[src/rtl/fltw_pkg.sv]
// Package for the four-level page table walker: widths, field codes and
// the per-level index select. Depends on nothing; imported by the walker top level.
package fltw_pkg;

    localparam int LEVEL_COUNT    = 4;
    localparam int INDEX_BITS     = 9;
    localparam int READ_ADDR_BITS = 36;
    localparam int PAGE_BITS      = 12;
    localparam int ADDR_BITS      = 52;
    localparam int DATA_BITS      = 64;
    localparam int VA_KEEP_BITS   = PAGE_BITS + INDEX_BITS * LEVEL_COUNT;
    localparam int LVL_BITS       = $clog2(LEVEL_COUNT);

    localparam logic [DATA_BITS-1:0] PTE_FRAME_MASK   = 64'h000f_ffff_ffff_f000;
    localparam logic [DATA_BITS-1:0] DIRECT_MAP_START = 64'hffff_ff80_0000_0000;

    // Input beat kinds.
    localparam logic KIND_TRANSLATE = 1'b0;
    localparam logic KIND_READ_DATA = 1'b1;

    // Result beat kinds.
    localparam logic RESULT_READ_REQ  = 1'b0;
    localparam logic RESULT_PHYS_ADDR = 1'b1;

    typedef logic [VA_KEEP_BITS-1:0]   va_t;
    typedef logic [READ_ADDR_BITS-1:0] raddr_t;
    typedef logic [LVL_BITS-1:0]       lvl_t;

    function automatic logic [INDEX_BITS-1:0] level_index(input va_t va, input lvl_t lvl);
        logic [INDEX_BITS-1:0] idx;
        idx = '0;
        for (int l = 0; l < LEVEL_COUNT; l++)
        begin
            if (lvl == LVL_BITS'(l))
            begin
                idx = va[PAGE_BITS + INDEX_BITS * l +: INDEX_BITS];
            end
        end
        return idx;
    endfunction

    // Table base plus eight bytes per index, kept to the read address width.
    function automatic raddr_t read_address(input raddr_t base, input va_t va, input lvl_t lvl);
        raddr_t offset;
        offset = raddr_t'({level_index(va, lvl), 3'b000});
        return base + offset;
    endfunction

endpackage

[src/rtl/four_level_page_table_walker_unit.sv]
// Four-level page table walker top level: input register, walk state and
// result register. Depends on fltw_pkg.
//
// Channel | Direction | Handshake           | Payload
// cfg     | in        | cfg_wr_en           | cfg_wr_data (root table base)
// in      | in        | in_valid / in_ready | kind, virt_addr, read_data
// out     | out       | out_valid/out_ready | result_kind, address
//
// A beat is taken every cycle while the output does not stall; each beat waits
// in the input register, and its result, if any, is loaded into the result
// register as the beat leaves the input register.
// The input register advances whenever the result register is empty or being
// emptied, so a stalled output holds off the input by one beat of slack.
// Reset clears the walk state, the root base and both valid flags.
module four_level_page_table_walker_unit
(
    input  logic                             clk,
    input  logic                             rst_n,
    input  logic                             cfg_wr_en,
    input  logic [fltw_pkg::DATA_BITS-1:0]   cfg_wr_data,
    input  logic                             in_valid,
    output logic                             in_ready,
    input  logic                             kind,
    input  logic [fltw_pkg::DATA_BITS-1:0]   virt_addr,
    input  logic [fltw_pkg::DATA_BITS-1:0]   read_data,
    output logic                             out_valid,
    input  logic                             out_ready,
    output logic                             result_kind,
    output logic [fltw_pkg::ADDR_BITS-1:0]   address
);
    import fltw_pkg::*;

    logic [DATA_BITS-1:0] root_reg;

    logic                 s1_valid_reg;
    logic                 s1_kind_reg;
    logic [DATA_BITS-1:0] s1_va_reg;
    logic [DATA_BITS-1:0] s1_data_reg;

    logic   walk_busy_reg, walk_busy_next;
    lvl_t   levels_left_reg, levels_left_next;
    va_t    held_va_reg, held_va_next;
    raddr_t base_reg, base_next;

    logic                 out_valid_reg;
    logic                 out_kind_reg;
    logic [ADDR_BITS-1:0] out_addr_reg;

    logic                 out_free;
    logic                 s1_fire;
    logic                 has_result;
    logic                 res_kind;
    logic [ADDR_BITS-1:0] res_addr;
    va_t                  new_va;
    raddr_t               root_base;
    raddr_t               entry_base;
    lvl_t                 lvl_dec;
    logic [DATA_BITS-1:0] final_sum;

    assign out_free = !out_valid_reg || out_ready;
    assign s1_fire  = s1_valid_reg && out_free;
    assign in_ready = !s1_valid_reg || out_free;

    assign new_va     = s1_va_reg[VA_KEEP_BITS-1:0];
    assign root_base  = root_reg[READ_ADDR_BITS-1:0];
    assign entry_base = READ_ADDR_BITS'((s1_data_reg & PTE_FRAME_MASK) + DIRECT_MAP_START);
    assign lvl_dec    = levels_left_reg - 1'b1;
    assign final_sum  = (s1_data_reg & PTE_FRAME_MASK)
                      + DATA_BITS'(held_va_reg[PAGE_BITS-1:0]);

    always_comb
    begin
        walk_busy_next   = walk_busy_reg;
        levels_left_next = levels_left_reg;
        held_va_next     = held_va_reg;
        base_next        = base_reg;
        has_result       = 1'b0;
        res_kind         = RESULT_READ_REQ;
        res_addr         = '0;
        if (s1_fire)
        begin
            if (s1_kind_reg == KIND_TRANSLATE)
            begin
                if (!walk_busy_reg)
                begin
                    walk_busy_next   = 1'b1;
                    levels_left_next = LVL_BITS'(LEVEL_COUNT - 1);
                    held_va_next     = new_va;
                    base_next        = root_base;
                    has_result       = 1'b1;
                    res_addr         = ADDR_BITS'(read_address(root_base, new_va,
                                                    LVL_BITS'(LEVEL_COUNT - 1)));
                end
            end
            else if (walk_busy_reg)
            begin
                has_result = 1'b1;
                if (levels_left_reg != '0)
                begin
                    levels_left_next = lvl_dec;
                    base_next        = entry_base;
                    res_addr         = ADDR_BITS'(read_address(entry_base, held_va_reg,
                                                               lvl_dec));
                end
                else
                begin
                    // Last level: the entry's frame plus the page offset.
                    walk_busy_next = 1'b0;
                    res_kind       = RESULT_PHYS_ADDR;
                    res_addr       = final_sum[ADDR_BITS-1:0];
                end
            end
        end
    end

    always_ff @(posedge clk or negedge rst_n)
    begin
        if (!rst_n)
        begin
            root_reg        <= '0;
            s1_valid_reg    <= 1'b0;
            walk_busy_reg   <= 1'b0;
            levels_left_reg <= '0;
            held_va_reg     <= '0;
            base_reg        <= '0;
            out_valid_reg   <= 1'b0;
        end
        else
        begin
            if (cfg_wr_en)
            begin
                root_reg <= cfg_wr_data;
            end
            if (in_ready)
            begin
                s1_valid_reg <= in_valid;
            end
            walk_busy_reg   <= walk_busy_next;
            levels_left_reg <= levels_left_next;
            held_va_reg     <= held_va_next;
            base_reg        <= base_next;
            if (s1_fire && has_result)
            begin
                out_valid_reg <= 1'b1;
            end
            else if (out_ready)
            begin
                out_valid_reg <= 1'b0;
            end
        end
    end

    always_ff @(posedge clk)
    begin
        if (in_ready && in_valid)
        begin
            s1_kind_reg <= kind;
            s1_va_reg   <= virt_addr;
            s1_data_reg <= read_data;
        end
        if (s1_fire && has_result)
        begin
            out_kind_reg <= res_kind;
            out_addr_reg <= res_addr;
        end
    end

    assign out_valid   = out_valid_reg;
    assign result_kind = out_kind_reg;
    assign address     = out_addr_reg;

    // An idle walker always sits at level zero.
    assert property (@(posedge clk) disable iff (!rst_n)
        !walk_busy_reg |-> levels_left_reg == '0)
        else $error("idle walker with levels left");

    // A read request never reaches beyond the read address width.
    assert property (@(posedge clk) disable iff (!rst_n)
        out_valid_reg && out_kind_reg == RESULT_READ_REQ
            |-> (out_addr_reg >> READ_ADDR_BITS) == '0)
        else $error("read request address too wide");

    // Finishing a walk leaves the walker idle.
    assert property (@(posedge clk) disable iff (!rst_n)
        s1_fire && has_result && res_kind == RESULT_PHYS_ADDR |=> !walk_busy_reg)
        else $error("walker still busy after final result");

    // An empty result register never holds off the input.
    assert property (@(posedge clk) disable iff (!rst_n)
        !out_valid_reg |-> in_ready)
        else $error("input stalled with empty result register");

endmodule

[config.mk]
export PLATFORM = sky130hd
export DESIGN_NAME = four_level_page_table_walker_unit
export DESIGN_NICKNAME = d
export VERILOG_FILES = /design/src/rtl/fltw_pkg.sv /design/src/rtl/four_level_page_table_walker_unit.sv
export SDC_FILE = /design/constraint.sdc
export NUM_CORES = 1
export LEC_CHECK = 0
export BUFFER_PORTS_ARGS = -buffer_cell sky130_fd_sc_hd__buf_2
export CAP_MARGIN = 20
export CORE_MARGIN = 3
export CORE_UTILIZATION = 45
export CTS_CLUSTER_SIZE = 30
export DETAILED_ROUTE_END_ITERATION = 12
export PLACE_DENSITY = 0.71
export RECOVER_POWER = 25
export REMOVE_ABC_BUFFERS = 1
export SETUP_SLACK_MARGIN = 0.1
export SLEW_MARGIN = 20
export SYNTH_ARGS = -nofsm -noshare
export SYNTH_HDL_FRONTEND = slang
export SYNTH_SLANG_ARGS = --single-unit
[constraint.sdc]
create_clock -name clk -period 4.5 [get_ports clk]
set_input_delay 0.45 -clock clk [delete_from_list [all_inputs] [get_ports clk]]
set_output_delay 0.45 -clock clk [all_outputs]
set_load 0.03 [all_outputs]
==> results.toml <==
[outcome]
outcome = "finished with violations"
violations = "max-capacitance violations, max-slew violations"

[synthesis]
synth_commonest_cells = "edfxtp_1 (142), dfrtp_1 (80), mux2_2 (73)"
synth_edf_count = 142
synth_area_leaders = "edfxtp_1 (47%), dfrtp_1 (22%), mux2_2 (9.1%)"
syn_avg_cell_area_um2 = 14.8
yosysMostFrequentCell = "edfxtp_1"
synth_top_area_frac = 0.471
yosysSeqAreaShare = 0.692
synth.distinct_cells = 49
ys_ff_latch = 222
netlist_area_um2 = 9050
async_flop_share = 0.360
synth.largest_area_cell = "edfxtp_1"
netlist_instances = 612
ys_warn_count = 0
ys.flop_type = "edfxtp_1"

[critical_path]
cp-endpoint = "held_va_reg[17]$_DFFE_PN0P_"
max_stage_delay_ns = 1.48
criticalPathCategory = "in2async"
required_ns = 5.08
start_kind = "input port"
crit_fanout = 45
crit_family = "buffers and inverters"
worst-r2r-setup-slack_ns = 1.88
crit_cells = 3
path_cells = "dlygate4sd3_1 -> clkbuf_1 -> buf_4"
reg2reg_depth = 6
reg2reg_to = "address[35]$_SDFFCE_PN0P_"
cpMaxStageDelayCell = "clkbuf_1"
crit_start = "rst_n"
r2r_start = "root_reg[10]$_DFFE_PN0P_"
cp.arrival_ns = 3.24
crit_buf_inv = 3
cp-end-kind = "asynchronous set/reset pin"

[floorplan]
ios = 253
dieArea_um2 = 21900
coreArea_um2 = 19600
rows = 51
die_h_um = 148
dieWidth_um = 148
start_util = 0.462

[flow_run]
drv_cap = 1

[clock_tree]
cts_hold_buf = 1
cts_root_buffer = "clkbuf_16"
cts_tree = "built"
cts_resized = 0
cts_sinks = 222
cts_buffer_depth = 3
cts_made_buffers = 24
cts.clk_slew.worst_paths_ns = 0.06
cts_max_level = 1
cts_setup_buffers = 0
clkLatencyLatePin_ns = 0.51

[layout]
syn_to_final_growth_pct = 22.2
nFillCells = 1652
finalNonFillerCells = 1088
final_core_util = 0.565
final_nets = 1019
largest_reg_flops = 52
drive_gt1_frac = 0.373
final_cell_area_um2 = 11100

[power]
powerDensity_nw_per_um2 = 555
p_sw_mw = 1.79
irDropWorstVdd_uv = 378
p_clk_frac = 0.313
p_comb_frac = 0.221
seqPwrFrac = 0.466
swShare = 0.291
intPower_mw = 4.35
p_leak_nw = 4.47

[sta]
period_needed_ns = 2.66
worst_slew_pin_slew_ns = 2.08
maxSlewViolCount = 37
slew_headroom = -0.386
fin_setup_tns_ns = 0
final.setup_skew_ns = 0.00895
rsz0062_at_grt = "false"
post-route-period-util = 0.590
finalSetupViolations = 0
fmax_ghz = 0.377
hold_viol_final = 0

[place]
globalplace.congestion = 0.791
placed_area_um2 = 10300
dp_hpwl_mm = 12.7
io_buffer_count = 184
dpl.cell_count = 1042

[global_route]
grt_pass1_vias = 5394
antenna_found_initial = 1
grt-ovfl-total = 0
grt_usage = 0.168
grt_max_degree = 77
grt_pass1_wl_mm = 29.1

[detailed_routing]
avgViaCountPerCell = 5.06
via_count = 5510
postRouteAntennaNets = 0
dr.pass1.iters = 6
first_iter_violations = 278
detail_route.wl_per_cell_um = 17.1
drc = 0
drt_wl_total_mm = 18.6

[min_path]
hp-class = "in2reg"
placed cells by master, fill, tap and decap left out, types with 10 or more instances in the layout:
master / count
edfxtp_1: 142
buf_2: 176
o21ai_0: 26
nand3_1: 10
and2_1: 17
clkbuf_1: 11
nand2_1: 48
xnor2_1: 21
ha_1: 16
dfrtp_1: 80
clkbuf_16: 25
a21oi_1: 28
inv_1: 12
mux2_2: 73
nor2_1: 10
power by group through the flow:
stage / combinational, mW / clock (mW) / sequential, mW
after floorplan: 0.721 / 0 / 3.10
after global placement: 1.35 / 0 / 2.89
after detailed placement: 1.36 / 0 / 2.90
after CTS: 1.37 / 1.98 / 2.86
after global routing: 1.49 / 2.06 / 2.91
final: 1.36 / 1.92 / 2.86
how the worst min path moves through the flow:
stage / startpoint / endpoint / slack [ns] / depth (start not counted)
final: read_data[51] / s1_data_reg[51]$_DFFE_PP_ / 0.12 / 1
after global routing: virt_addr[7] / s1_va_reg[7]$_DFFE_PP_ / 0.09 / 1
after CTS: virt_addr[7] / s1_va_reg[7]$_DFFE_PP_ / 0.09 / 1
after detailed placement: rst_n / held_va_reg[30]$_DFFE_PN0P_ / 0.45 / 1
after global placement: rst_n / held_va_reg[30]$_DFFE_PN0P_ / 0.45 / 1
after floorplan: rst_n / held_va_reg[0]$_DFFE_PN0P_ / 0.15 / 0
cell families after synthesis:
group / count (synthesis) / synth area share
AOI/OAI and AO/OA: 106 / 0.0743
xor gates and xnor gates: 29 / 0.0281
adders and majority gates: 17 / 0.0243
buffers and inverters: 36 / 0.0153
DFF: 222 / 0.692
muxes: 73 / 0.0908
and+or+nand+nor: 129 / 0.0752
stage by stage:
stage | total power, mW | hold slack [ns] | setup WS, ns
global placement | 4.23 | 0.446 | 1.90
global route | 6.47 | 0.0949 | 1.35
finish | 6.14 | 0.118 | 1.84
detailed placement | 4.27 | 0.450 | 1.89
CTS | 6.21 | 0.0920 | 1.86
floorplan | 3.82 | 0.154 | 0.930
metal layers:
layer	track usage	part of all wire	vias to the layer above
met5	0	0.00038	-
met1	0.235	0.45	2661
met2	0.269	0.47	163
li1	-	-	2647
met4	0.0416	0.023	2
met3	0.0386	0.059	37
worst reg2reg max path, delay by kind of cell, from the launching register on:
family                     cells  cell delay [ns]
AOI/OAI and AO/OA              3             1.29
adders and majority gates      1             0.36
DFF                            1             0.38
muxes                          1             0.30
and+or+nand+nor                1             0.06
layout make-up:
cell class | count | area (um2) | area share
clock buffers | 34 | 719 | 0.0650
multi-input cells | 354 | 2670 | 0.241
well taps | 265 | 332 | 0.0300
clock inverters | 10 | 71.3 | 0.00645
diodes | 1 | 2.50 | 0.000226
flip-flops and latches | 222 | 6270 | 0.566
inverters | 12 | 45.0 | 0.00407
repair buffers | 190 | 958 | 0.0866
Note: power is estimated with default switching activity, not from simulation.
